--- src/design/tcw_pkg.sv ---
`default_nettype none

package tcw_pkg;

   localparam int ACT_W  = 2;
   localparam int CHAR_W = 8;
   localparam int COL_W  = 7;
   localparam int ROW_W  = 5;
   localparam int WORD_W = 16;

   localparam int DEF_SCREEN_COLUMNS = 80;
   localparam int DEF_SCREEN_ROWS    = 25;
   localparam int RESET_LINE         = 15;

   localparam logic [ACT_W-1:0] ACT_PUT_CURSOR = 2'd0;
   localparam logic [ACT_W-1:0] ACT_PUT_AT     = 2'd1;
   localparam logic [ACT_W-1:0] ACT_READ       = 2'd2;

   localparam logic [CHAR_W-1:0] NEWLINE_CHAR = 8'h0A;
   localparam logic [CHAR_W-1:0] BLANK_CHAR   = 8'h20;
   localparam logic [CHAR_W-1:0] CELL_ATTR    = 8'h02;

   // sweep regions of the cell store
   localparam int REGION_W = 2;
   localparam logic [REGION_W-1:0] REGION_ALL  = 2'd0;
   localparam logic [REGION_W-1:0] REGION_ROW0 = 2'd1;
   localparam logic [REGION_W-1:0] REGION_COPY = 2'd2;
   localparam logic [REGION_W-1:0] REGION_LAST = 2'd3;

   typedef struct packed {
      logic [ACT_W-1:0]  action;
      logic [CHAR_W-1:0] char_code;
      logic [COL_W-1:0]  column;
      logic [ROW_W-1:0]  row;
   } req_type;

   typedef struct packed {
      logic              echo_valid;
      logic [CHAR_W-1:0] echo_char;
      logic [WORD_W-1:0] cell_word;
      logic [COL_W-1:0]  cursor_column;
      logic [ROW_W-1:0]  cursor_row;
      logic              position_error;
   } rsp_type;

   typedef struct packed {
      logic                take;
      logic                adv;
      logic                finish;
      logic                fill;
      logic                copy_rd;
      logic                cnt_load;
      logic                cnt_inc;
      logic [REGION_W-1:0] region;
      logic                clear_pending;
      logic                rsp_load;
   } cmd_type;

   typedef struct packed {
      logic needs_scroll;
      logic advance;
      logic cnt_last;
      logic pending_clear;
      logic slot_free;
   } status_type;

endpackage

`default_nettype wire

--- src/design/tcw_controller.sv ---
`default_nettype none

module tcw_controller (
   input  wire logic                clock,
   input  wire logic                reset,
   input  wire logic                req_valid,
   output logic                     req_stall,
   input  wire tcw_pkg::status_type status,
   output tcw_pkg::cmd_type         cmd
);

   localparam logic [2:0] S_INIT     = 3'd0;
   localparam logic [2:0] S_IDLE     = 3'd1;
   localparam logic [2:0] S_EXEC     = 3'd2;
   localparam logic [2:0] S_ROW0     = 3'd3;
   localparam logic [2:0] S_COPY     = 3'd4;
   localparam logic [2:0] S_COPY_END = 3'd5;
   localparam logic [2:0] S_LAST     = 3'd6;
   localparam logic [2:0] S_OUT      = 3'd7;

   logic [2:0] state_ff, state_in;
   logic       post_ff, post_in;

   assign req_stall = state_ff != S_IDLE;

   always_comb begin
      state_in = state_ff;
      post_in  = post_ff;
      cmd      = '0;
      unique case (state_ff)
         S_INIT: begin
            cmd.region  = tcw_pkg::REGION_ALL;
            cmd.fill    = 1'b1;
            cmd.cnt_inc = 1'b1;
            if (status.cnt_last) begin
               state_in = S_IDLE;
            end
         end
         S_IDLE: begin
            if (req_valid) begin
               cmd.take = 1'b1;
               state_in = S_EXEC;
            end
         end
         S_EXEC: begin
            if (post_ff) begin
               cmd.finish = 1'b1;
               post_in    = 1'b0;
               state_in   = S_OUT;
            end else if (status.needs_scroll) begin
               cmd.adv      = 1'b1;
               cmd.cnt_load = 1'b1;
               post_in      = 1'b1;
               if (status.pending_clear) begin
                  cmd.region = tcw_pkg::REGION_ALL;
                  state_in   = S_ROW0;
               end else begin
                  cmd.region = tcw_pkg::REGION_COPY;
                  state_in   = S_COPY;
               end
            end else begin
               cmd.adv    = status.advance;
               cmd.finish = 1'b1;
               state_in   = S_OUT;
            end
         end
         S_ROW0: begin
            cmd.region = tcw_pkg::REGION_ROW0;
            cmd.fill   = 1'b1;
            if (status.cnt_last) begin
               cmd.cnt_load      = 1'b1;
               cmd.clear_pending = 1'b1;
               state_in          = S_COPY;
            end else begin
               cmd.cnt_inc = 1'b1;
            end
         end
         S_COPY: begin
            cmd.region  = tcw_pkg::REGION_COPY;
            cmd.copy_rd = 1'b1;
            cmd.cnt_inc = 1'b1;
            if (status.cnt_last) begin
               state_in = S_COPY_END;
            end
         end
         S_COPY_END: begin
            cmd.region   = tcw_pkg::REGION_LAST;
            cmd.cnt_load = 1'b1;
            state_in     = S_LAST;
         end
         S_LAST: begin
            cmd.region  = tcw_pkg::REGION_LAST;
            cmd.fill    = 1'b1;
            cmd.cnt_inc = 1'b1;
            if (status.cnt_last) begin
               state_in = S_EXEC;
            end
         end
         S_OUT: begin
            if (status.slot_free) begin
               cmd.rsp_load = 1'b1;
               state_in     = S_IDLE;
            end
         end
         default: begin
            state_in = S_IDLE;
         end
      endcase
   end

   always_ff @(posedge clock) begin
      if (reset) begin
         state_ff <= S_INIT;
         post_ff  <= 1'b0;
      end else begin
         state_ff <= state_in;
         post_ff  <= post_in;
      end
   end

endmodule

`default_nettype wire

--- config.mk ---
export PLATFORM = sky130hd
export DESIGN_NAME = tcw_controller
export DESIGN_NICKNAME = d
export VERILOG_FILES = /design/src/design/tcw_pkg.sv /design/src/design/tcw_controller.sv
export SDC_FILE = /design/constraint.sdc
export NUM_CORES = 1
export LEC_CHECK = 0
export CORE_AREA = 8 8 45 47
export DETAILED_ROUTE_END_ITERATION = 10
export DIE_AREA = 0 0 53 55
export DONT_BUFFER_PORTS = 1
export PLACE_DENSITY = 0.48
export SYNTH_ARGS = -nofsm -noshare
export SYNTH_HDL_FRONTEND = slang
export SYNTH_SLANG_ARGS = --single-unit
--- constraint.sdc ---
create_clock -name clock -period 1.4 [get_ports clock]
set_clock_uncertainty 0.1 [all_clocks]
set_input_delay 0.14 -clock clock [delete_from_list [all_inputs] [get_ports clock]]
set_output_delay 0.14 -clock clock [all_outputs]
set_load 0.005 [all_outputs]
== Yosys cells after proc, flatten, opt, wreduce, memory -nomap -nowiden ==
Cells that the tools add are included.
Operators by class
  eq/ne operators: 14
  mux-type cells: 32
  reductions and logical operators: 5
Operators by type and width (count)
  $mux W3: 9
  $pmux W3 S8: 1
  $mux W1: 15
  $eq A3 B3 Y1 const B: 4
  $ne A2 B2 Y1 const B: 6
  $mux W2: 4
  $pmux W2 S4: 1
  $eq A3 B2 Y1 const B: 2
  $reduce_and A6 Y1: 1
  $reduce_or A3 Y1: 2
  $eq A3 B1 Y1 const B: 1
  $logic_not A3 Y1: 1
  $ne A3 B1 Y1 const B: 1
  $pmux W1 S3: 1
  $pmux W1 S2: 1
  $reduce_or A2 Y1: 1
Word-level totals
  output and inout bits: 12
  register bits after elaboration: 4
  bits of input ports: 8
  logic and storage cells: 53

== Longest topological paths before layout ==
Gate-level depths: netlist of run 1.
  depth after elaboration: 4
  depth in mapped cells: 4
  mapped depth without buffers: 3

== Worst setup path before layout of run 1 ==
Ideal clock, no wire load.
  path type: flip-flop to flip-flop
  start point: register post_ff
  end point: register state_ff[1]
  path buffers: 0
  required time: 1.180 ns
  data arrival time: 0.999 ns
  period minus slack after synthesis: 1.219 ns
  stages on the path, launching flop included: 4
  slack: 0.181 ns
  cells stage by stage: dfxtp_1 > or4b_1 > a21oi_1 > nor4_1
On the way
  cells in the longest elaborated chain, start to end: 2
RTL lines
  start: declaration: line tcw_controller.sv:22  | logic post_ff, post_in;
  start signal: assignment: line tcw_controller.sv:117  | post_ff <= post_in;
  $mux W3: line tcw_controller.sv:46  | if (post_ff) begin
  $pmux W3 S8: line tcw_controller.sv:30  | unique case (state_ff)
  end signal: assignment: line tcw_controller.sv:116  | state_ff <= state_in;
  end: declaration: line tcw_controller.sv:21  | logic [2:0] state_ff, state_in;
Every way passes these cells.
A chain may end at the register's enable or synchronous reset.

==> summary.txt, run 1 <==
Status
  • Status: finished, final reports clean

GRT
  • Total GRT Usage: 0.0771
  • Global-route wire length before repair: 1700 um
  • Initial antenna violation count: 0
  • Largest net degree at the start of global routing: 12
  • GRT overflow: 0
  • Vias in the first global route: 423

Worst setup path
  • R2r setup slk: 80 ps
  • CP Buf/Inv Count: 1
  • Crit-path leading delay family: simple AND/OR/NAND/NOR gates
  • Worst-path fanout max: 5
  • Stages on the worst setup path: 3
  • FF-to-FF path depth: 3
  • Setup CP Type: reg2out
  • CP startpoint: state_ff[2]
  • Data arrival time of the worst path: 1150 ps
  • CP startpoint kind: flop
  • FF-to-FF Start: post_ff
  • Worst path cell trace: nand2b_4 > nor4_2 > buf_4
  • Max incr delay on CP: 340 ps
  • RR Endpoint: state_ff[1]
  • Worst Setup End Kind: primary output
  • Worst path required time: 1160 ps
  • Worst setup path end: cmd[9]
  • Slowest-stage cell, CP: dfxtp_2

Synth
  • Post-synthesis register bit count: 4
  • Sequential-to-total area share from yosys stat: 0.213
  • Syn nets: 65
  • Top cells by area, synth: dfxtp_1 21%, a21oi_1 11%, nand2b_1 6.7%, nor2_1 6.0%, nand3_1 4.0%
  • Area leader, netlist: dfxtp_1
  • Post-synth top area share: 0.213
  • Netlist cell types: 24
  • Ys Warns: 0
  • Avg Cell Area, Syn: 6.59 sq um
  • Synth Instances: 57
  • Synthesized area: 375 sq um

Power and ir drop
  • Static leakage: 0.207 nW
  • Peak supply drop: 0.346 mV
  • Total power: 0.000450 W
  • Power density over the cells: 857 mW/mm^2

CTS
  • Clk Latency, worst-skew pair: 230 ps
  • CTS buffer count: 3
  • Clock-pin slew on the worst setup and hold paths: 40 ps
  • # H-tree levels: 1
  • CTS max path bufs: 2
  • Root Buffer Master: clkbuf_4
  • # Post-CTS Setup Buffers: 0
  • CTS tree: built
  • Clk sinks: 4

Die
  • Die area: 0.00292 sq mm
  • Initial Util: 0.271
  • IO Count: 20
  • Row cnt: 14
  • Die Wd: 53 um
  • DIE HEIGHT: 55 um
  • Area of the core: 0.00138 sq mm

Timing
  • Least-Margin Pin Slew: 232 ps
  • Pins Over Slew Limit: 0
  • Fmax: 0.722 GHz
  • Hold Vio Cnt, Final: 0
  • Final Setup Violations: 0
  • Fin crit share: 0.990
  • Final min period: 1390 ps
  • Relative max-transition margin: 0.844
  • Post-route setup slack: 14.7 ps
  • Setup TNS: 0 ps
  • RSZ-0062 raised after global routing: yes

Placed design
  • PortBufs: 0
  • Hpwl dp: 940 um
  • Placer Congestion: 0.754
  • Placed Cells: 77
  • Pre-CTS setup slack: 74.5 ps

Drt
  • DRC errors left: 0
  • Via density per instance: 5.48
  • Routed len/inst: 14.4 um
  • DRT iter0 DRCs: 5
  • Antenna Nets Post-Route: 0
  • WL final: 1160 um
  • Router iterations before antenna repair: 4
  • DR vias: 444

Hold path
  • Hold Path Class: in2reg

Finish
  • Area grow syn2layout: 40.0%
  • Utilization after layout: 0.380
  • Ratio of cells with drive above 1 in the final layout: 0.354
  • Most frequent cells in the layout: 8 x a21oi_1, 6 x buf_4, 5 x nor2_1
  • Fin cells: 81
  • Final nets: 75
  • Antenna Cells: 0
  • Most common library cell in the layout ignoring fill and taps: a21oi_1

Flow run
  • Max-Cap Viols: 0
## report_power, final
part	switching [W]	internal [W]
combinational	0.0000878	0.0000817
sequential	0.0000177	0.000127
clock	0.0000408	0.0000954
total	0.000146	0.000304
## cell type report
cell class	count	area (sq um)
multi-input cells	49	318
repair buffers	8	75.1
fillers	154	858
well taps	16	20.0
inverters	1	3.75
flip-flops and latches	4	86.3
clock buffers	3	22.5
## metal layers
| layer | part of all wire | vias to the layer above | global-route usage | wire length [um] |
|---|---|---|---|---|
| met5 | 0 | - | 0 | 0 |
| met4 | 0 | 0 | 0.0388 | 0 |
| met3 | 0.11 | 0 | 0.0348 | 123 |
| met2 | 0.50 | 12 | 0.139 | 581 |
| met1 | 0.39 | 206 | 0.0731 | 458 |
| li1 | - | 226 | - | - |
## kinds of logic after synthesis
family,Yosys count,synth area share
buffers and inverters,4,0.0466
AO/OA/AOI/OAI,17,0.253
flip-flops,4,0.213
AND/OR/NAND/NOR,32,0.487
## worst min path at each step
stage,cells past startpoint,start,slack (ps),endpoint
2_1_floorplan,1,reset,110,post_ff
3_3_place_gp,1,reset,130,state_ff[1]
3_5_place_dp,1,reset,130,post_ff
4_1_cts,2,reset,1,state_ff[0]
5_1_grt,2,reset,20,state_ff[0]
6_report,2,reset,20,state_ff[0]
## cells in the mapped netlist (all sizes together)
library cell and number:
a2bb2oi 1, or3 1, o211a 1, o21ai 6, buf 2, and4b 1, nor3b 1, nor2b 2
and2b 1, nand2 4, nand2b 4, nor4 2, nor3 4, dfxtp 4, inv 1, and3 2
clkbuf 1, nand3 3, a21oi 8, nor2 6, a31oi 1, or4b 1
## through the flow
| step | hold WS, ps | area, sq um |
|---|---|---|
| global placement | 126 | 447 |
| global route | 16.1 | 526 |
| detailed placement | 126 | 447 |
| floorplan | 109 | 375 |
| finish | 17.0 | 526 |
| CTS | 1.14 | 510 |
## flip-flops by register name, summed over array words and instances (netlist names)
signal,cells
state_ff,3
post_ff,1
## what timing repair did
item,4_1_cts,5_1_grt
resized for setup,9,5
hold endpoints to repair,3,0
pin swaps,1,1
hold buffers,1,0
endpoints found under the setup margin,7,7
(Power assumes the default switching activity.)
==> run 2: changes to the inputs <==
REMOVE_ABC_BUFFERS = 1   (was not set)
==> run 2 against run 1 <==
Compared with the run above: combinational power rose by 9%; clock-buffer cell count did not move; critical path type unchanged; highest routed layer unchanged; first-iteration DRC count rose by 80%; die area did not move; flip-flop and latch count did not move; sequential share of layout area fell by 0.40 points; non-clock buffer count rose by 2; cell count rose by 2.5%; power rose by 4.4%; maximum frequency barely moved; hold slack improved by 20 ps.
==> summary.txt, run 2 (same netlist as run 1, synthesis figures left out) <==
CTS
  • Clk sinks: 4 (unchanged)
  • Root Buffer Master: clkbuf_4
  • Clock-pin slew on the worst setup and hold paths: 40 ps (about the same)
  • # H-tree levels: 1 (unchanged)
  • CTS buffer count: 3 (unchanged)
  • Clk Latency, worst-skew pair: 240 ps (about the same)
  • CTS tree: built
  • CTS max path bufs: 2 (unchanged)

Placed design
  • Pre-CTS setup slack: 117 ps (+42.2 ps)
  • PortBufs: 0 (unchanged)
  • Hpwl dp: 903 um (-4.0%)
  • Placer Congestion: 0.768 (+1.7%)

GRT
  • Largest net degree at the start of global routing: 12 (unchanged)
  • Vias in the first global route: 399 (-5.7%)
  • Total GRT Usage: 0.0885 (+0.0114)
  • Global-route wire length before repair: 1900 um (+12%)
  • Initial antenna violation count: 0 (unchanged)
  • GRT overflow: 0 (unchanged)

Finish
  • Max FFs per register: 3 (unchanged)
  • Area grow syn2layout: 47.7%
  • Antenna Cells: 0 (unchanged)
  • Top Registers: state_ff: 3 flops, post_ff: 1 flops
  • Most common library cell in the layout ignoring fill and taps: a21oi_1
  • Largest register by flop count: state_ff
  • Ratio of cells with drive above 1 in the final layout: 0.388 (+0.0342)
  • Final nets: 77 (+2.7%)
  • Most frequent cells in the layout: 8 x a21oi_1, 6 x buf_4, 5 x nor2_1

Flow run
  • Max-Cap Viols: 0 (unchanged)

Power and ir drop
  • Static leakage: 0.218 nW (+5.7%)
  • Power density over the cells: 848 mW/mm^2 (-1.0%)
  • Clk pwr share: 0.311 (+0.008)
  • Peak supply drop: 0.415 mV (+20%)
  • Sw power: 0.000163 W (+11%)
  • Design internal power: 0.000307 W (+1.1%)
  • Total power: 0.000470 W (+4.4%)
  • Seq pwr share: 0.297 (-0.024)
  • Sw Share: 0.346 (+0.0210)
  • Gate power share: 0.391 (+0.015)

Timing
  • RSZ-0062 raised after global routing: yes
  • Hold Vio Cnt, Final: 0 (unchanged)
  • Least-Margin Pin Slew: 253 ps (+20.7 ps)
  • Fin crit share: 0.989 (about the same)
  • Fmax: 0.723 GHz (about the same)
  • Pins Over Slew Limit: 0 (unchanged)
  • Relative max-transition margin: 0.830 (-0.0136)
  • Post-route setup slack: 16.0 ps (+1.31 ps)
  • Final Setup Violations: 0 (unchanged)
  • Final min period: 1380 ps (-1.31 ps)
  • Setup TNS: 0 ps (unchanged)

Die
  • Initial Util: 0.271 (unchanged)
  • Die Wd: 53 um (unchanged)
  • Area of the core: 0.00138 sq mm (unchanged)
  • Die area: 0.00292 sq mm (unchanged)
  • DIE HEIGHT: 55 um (unchanged)
  • Row cnt: 14 (unchanged)
  • IO Count: 20 (unchanged)

Hold path
  • Hold Path Class: in2reg
  • Min-delay src: req_valid
  • Worst hold stages: 2 (unchanged)
  • WHS Endpoint: state_ff[1]

Worst setup path
  • CP startpoint: state_ff[2]
  • R2r setup slk: 70 ps (about the same)
  • FF-to-FF Start: post_ff
  • Worst Setup End Kind: primary output
  • Worst-path fanout max: 6 (+1)
  • Worst path required time: 1160 ps (about the same)
  • Data arrival time of the worst path: 1140 ps (about the same)
  • Setup CP Type: reg2out
  • Max incr delay on CP: 350 ps (about the same)
  • Slowest-stage cell, CP: dfxtp_4
  • FF-to-FF path depth: 3 (unchanged)
  • CP startpoint kind: flop
  • Worst path cell trace: nand2b_4 > or3_4 > o21ai_2
  • RR Endpoint: state_ff[1]

Status
  • Status: finished, final reports clean

Drt
  • DRC errors left: 0 (unchanged)
  • Via density per instance: 5.51 (+0.45%)
  • Antenna Nets Post-Route: 0 (unchanged)
  • DR vias: 457 (+2.9%)
  • WL final: 1300 um (+12%)
  • DRT iter0 DRCs: 9 (+4)
  • Router iterations before antenna repair: 4 (unchanged)
  • Routed len/inst: 15.7 um (+9.3%)
-- run 2: cell count changes in the layout (fill, tap and decap cells not counted), sizes merged --
cell and delta:
dlygate4sd3 +1, buf +1
-- run 2: layout make-up --
class / instances / area (sq um)
Timing Repair Buffer: 10 / 87.6
Clock buffer: 3 / 22.5
Fill cell: 147 / 830
Sequential cell: 4 / 88.8
Inverter: 1 / 3.75
Tap cell: 16 / 20.0
Multi-Input combinational cell: 49 / 332
-- run 2: metal layers --
metal  part of all wire  up-vias  track usage  wire length [um]
met5                  0        -            0                 0
met4                  0        0       0.0259                 0
met3               0.10        0       0.0561               132
met2               0.45       20        0.125               581
met1               0.45      205        0.108               589
li1                   -      232            -                 -
-- run 2: what timing repair did --
action | CTS | global route
buffers inserted | 0 | 3
hold buffers | 2 | 0
setup endpoints to repair | 6 | 8
hold endpoints to repair | 4 | 0
pin swaps | 0 | 1
gates resized for setup | 9 | 11
-- run 2: per-stage QoR --
step                instance area [sq um]  hold WS (ps)  cells  utilization
finish                                554          37.0     83        0.401
global route                          554          51.1     83        0.401
CTS                                   488          33.8     80        0.353
detailed placement                    419           116     75        0.303
global placement                      419           113     75        0.303
floorplan                             362           109     54            -
-- run 2: power groups by stage --
stage / Clock [W] / Sequential [W] / Combinational, W
finish: 0.000146 / 0.000140 / 0.000184
detailed placement: 0 / 0.000137 / 0.000143
floorplan: 0 / 0.000150 / 0.0000807
global placement: 0 / 0.000137 / 0.000144
CTS: 0.000152 / 0.000138 / 0.000159
global route: 0.000162 / 0.000141 / 0.000200
-- run 2: worst max path at each step --
stage	to	slack, ps
after floorplan	cmd[4]	20
after global placement	state_ff[1]	130
after detailed placement	state_ff[1]	120
after CTS	cmd[4]	-9
after global routing	cmd[5]	-30
final	cmd[4]	20
-- run 2: critical path, delay by kind of cell, from the launching register on --
family,cells,cell delay [ps]
simple gates,2,490
compound gates,1,70
flops,1,350
==> run 3: changes to the inputs <==
CORE_AREA = 5 5 42 44   (was 8 8 45 47)
DIE_AREA = 0 0 47 49   (was 0 0 53 55)
==> run 3 against run 2 <==
Compared with the run above: the flow now finishes with violations (negative setup slack); global-route usage is 3.0 points higher; clock-buffer cell count stayed put; die area is 21% lower; critical endpoint unchanged; largest power group unchanged; combinational power hardly changed; flip-flop and latch count stayed put; via count is 2.2% higher.
==> summary.txt, run 3 (same netlist as run 1, synthesis figures left out) <==
Timing
  • Final Setup Violations: 1 (+1)
  • Fmax: 0.714 GHz (-1.2%)
  • Final min period: 1400 ps (+16.4 ps)
  • Relative max-transition margin: 0.819 (-0.0115)
  • RSZ-0062 raised after global routing: yes
  • Pins Over Slew Limit: 0 (unchanged)
  • Hold Vio Cnt, Final: 0 (unchanged)
  • Setup TNS: -0.390 ps (-0.390 ps)
  • Least-Margin Pin Slew: 270 ps (+16.9 ps)
  • Post-route setup slack: -0.390 ps (-16.4 ps)
  • Fin crit share: 1.00 (+0.0117)

CTS
  • CTS tree: built
  • CTS buffer count: 3 (unchanged)
  • Root Buffer Master: clkbuf_4
  • # H-tree levels: 1 (unchanged)
  • Clk Latency, worst-skew pair: 240 ps (about the same)
  • Clock-pin slew on the worst setup and hold paths: 40 ps (about the same)
  • CTS max path bufs: 2 (unchanged)
  • Clk sinks: 4 (unchanged)

Die
  • IO Count: 20 (unchanged)
  • Row cnt: 14 (unchanged)
  • Area of the core: 0.00140 sq mm (+1.3%)
  • Die area: 0.00230 sq mm (-21%)
  • Die Wd: 47 um (-11%)
  • Initial Util: 0.268 (-0.00339)
  • DIE HEIGHT: 49 um (-11%)

Worst setup path
  • Worst path cell trace: nand2b_4 > or3_1 > o21ai_2
  • Max incr delay on CP: 350 ps (about the same)
  • R2r setup slk: 80 ps (about the same)
  • Data arrival time of the worst path: 1160 ps (+20 ps)
  • Worst-path fanout max: 6 (unchanged)
  • Setup CP Type: reg2out
  • Worst Setup End Kind: primary output
  • FF-to-FF Start: state_ff[2]
  • Crit-path leading delay family: simple AND/OR/NAND/NOR gates
  • RR Endpoint: state_ff[1]
  • Slowest-stage cell, CP: dfxtp_4
  • FF-to-FF path depth: 3 (unchanged)
  • CP Buf/Inv Count: 0 (unchanged)
  • Worst path required time: 1160 ps (about the same)
  • CP startpoint kind: flop

Drt
  • Router iterations before antenna repair: 4 (unchanged)
  • DR vias: 467 (+2.2%)
  • Routed len/inst: 14.9 um (-4.8%)
  • Via density per instance: 5.56 (+0.97%)
  • WL final: 1260 um (-3.6%)
  • Antenna Nets Post-Route: 0 (unchanged)
  • DRC errors left: 0 (unchanged)
  • DRT iter0 DRCs: 12 (+3)

Power and ir drop
  • Seq pwr share: 0.294 (-0.003)
  • Static leakage: 0.220 nW (+0.59%)
  • Gate power share: 0.389 (-0.002)
  • Total power: 0.000465 W (-1.1%)
  • Sw Share: 0.346 (about the same)
  • Clk pwr share: 0.317 (+0.006)
  • Sw power: 0.000161 W (-1.0%)
  • Peak supply drop: 0.350 mV (-16%)
  • Power density over the cells: 841 mW/mm^2 (-0.87%)
  • Design internal power: 0.000304 W (-1.1%)

GRT
  • GRT overflow: 0 (unchanged)
  • GR Layer Usage met2: 0.158 (+0.0334)
  • Most used routing layer: met2
  • M1 GR Usage: 0.156 (+0.0480)
  • Total GRT Usage: 0.119 (+0.0305)
  • Met3 GRT Util: 0.0258 (-0.0303)
  • Global-route wire length before repair: 1970 um (+3.6%)
  • Initial antenna violation count: 0 (unchanged)
  • Vias in the first global route: 442 (+11%)
  • Largest net degree at the start of global routing: 11 (-1)

Hold path
  • Min-delay src: reset
  • WHS Endpoint: state_ff[0]
  • Worst hold stages: 2 (unchanged)
  • Hold Path Class: in2reg

Placed design
  • Hpwl dp: 857 um (-5.0%)
  • PortBufs: 0 (unchanged)
  • Placed Cells: 76 (+1.3%)
  • Area after DPL: 427 sq um (+1.8%)
  • Placer Congestion: 0.724 (-5.7%)

Status
  • Failing checks: negative setup slack
  • Status: complete, but fails checks

Finish
  • Ratio of cells with drive above 1 in the final layout: 0.382 (-0.00571)
  • Fillers: 160 (+8.8%)
  • Fin cells: 84 (+1.2%)
  • Utilization after layout: 0.395 (-0.00590)
  • Finished Cell Area: 553 sq um (-0.23%)
  • Final nets: 78 (+1.3%)
  • Area of the multi-input gates: 327 sq um (-1.5%)
  • Antenna Cells: 0 (unchanged)
  • FF/Latch Area: 88.8 sq um (unchanged)
  • Max FFs per register: 3 (unchanged)
  • Top Registers: state_ff: 3 flops, post_ff: 1 flops
  • Largest register by flop count: state_ff
  • Most common library cell in the layout ignoring fill and taps: buf_4
  • Area grow syn2layout: 47.3%
  • Most frequent cells in the layout: 8 x buf_4, 7 x a21oi_1, 5 x nor2_1

Flow run
  • Max-Cap Viols: 0 (unchanged)
-- run 3: cell count changes in the layout (fill, tap and decap cells not counted), sizes merged --
cell / delta
buf: +1
-- run 3: per-layer routing --
layer / vias up / share of wire
met5: - / 0
met2: 17 / 0.44
met1: 217 / 0.47
li1: 229 / -
met4: 0 / 0.027
met3: 4 / 0.067
-- run 3: cell type report --
cell class / count / area share
inverters: 1 / 0.00679
well taps: 16 / 0.0362
clock buffers: 3 / 0.0407
repair buffers: 11 / 0.165
flip-flops and latches: 4 / 0.161
multi-input cells: 49 / 0.590
-- run 3: how the worst max path moves through the flow --
| stage | cells past startpoint | slack, ps | from | endpoint |
|---|---|---|---|---|
| floorplan | 3 | 20 | state_ff[0] | cmd[4] |
| global placement | 3 | 140 | state_ff[2] | state_ff[1] |
| detailed placement | 3 | 130 | state_ff[1] | cmd[9] |
| CTS | 3 | 2 | post_ff | cmd[3] |
| global route | 3 | -30 | state_ff[2] | cmd[4] |
| finish | 3 | -0.4 | state_ff[2] | cmd[4] |
-- run 3: worst reg2reg max path, cell delays in order, from the launching register on --
cell and delay, ps:
dfxtp_4 350, or4b_1 490, a21oi_1 180, nor4_1 70
-- run 3: stage by stage --
step / setup slack (ps) / hold slack (ps)
final: -0.390 / 6.88
after global routing: -26.0 / 8.21
after CTS: 2.46 / 1.88
after detailed placement: 130 / 112
after global placement: 135 / 112
after floorplan: 19.7 / 109
-- run 3: power by group through the flow --
stage	combinational, W	clock [W]	sequential, W
global placement	0.000143	0	0.000135
global route	0.000200	0.000156	0.000138
detailed placement	0.000144	0	0.000136
finish	0.000181	0.000148	0.000137
floorplan	0.0000807	0	0.000150
CTS	0.000171	0.000151	0.000135
-- run 3: repair_timing --
action                                  CTS  global route
endpoints found under the setup margin    6             5
gates resized for setup                   9             9
hold endpoints to repair                  3             0
setup buffers                             3             0
hold buffers                              2             0
pin swaps                                 0             2
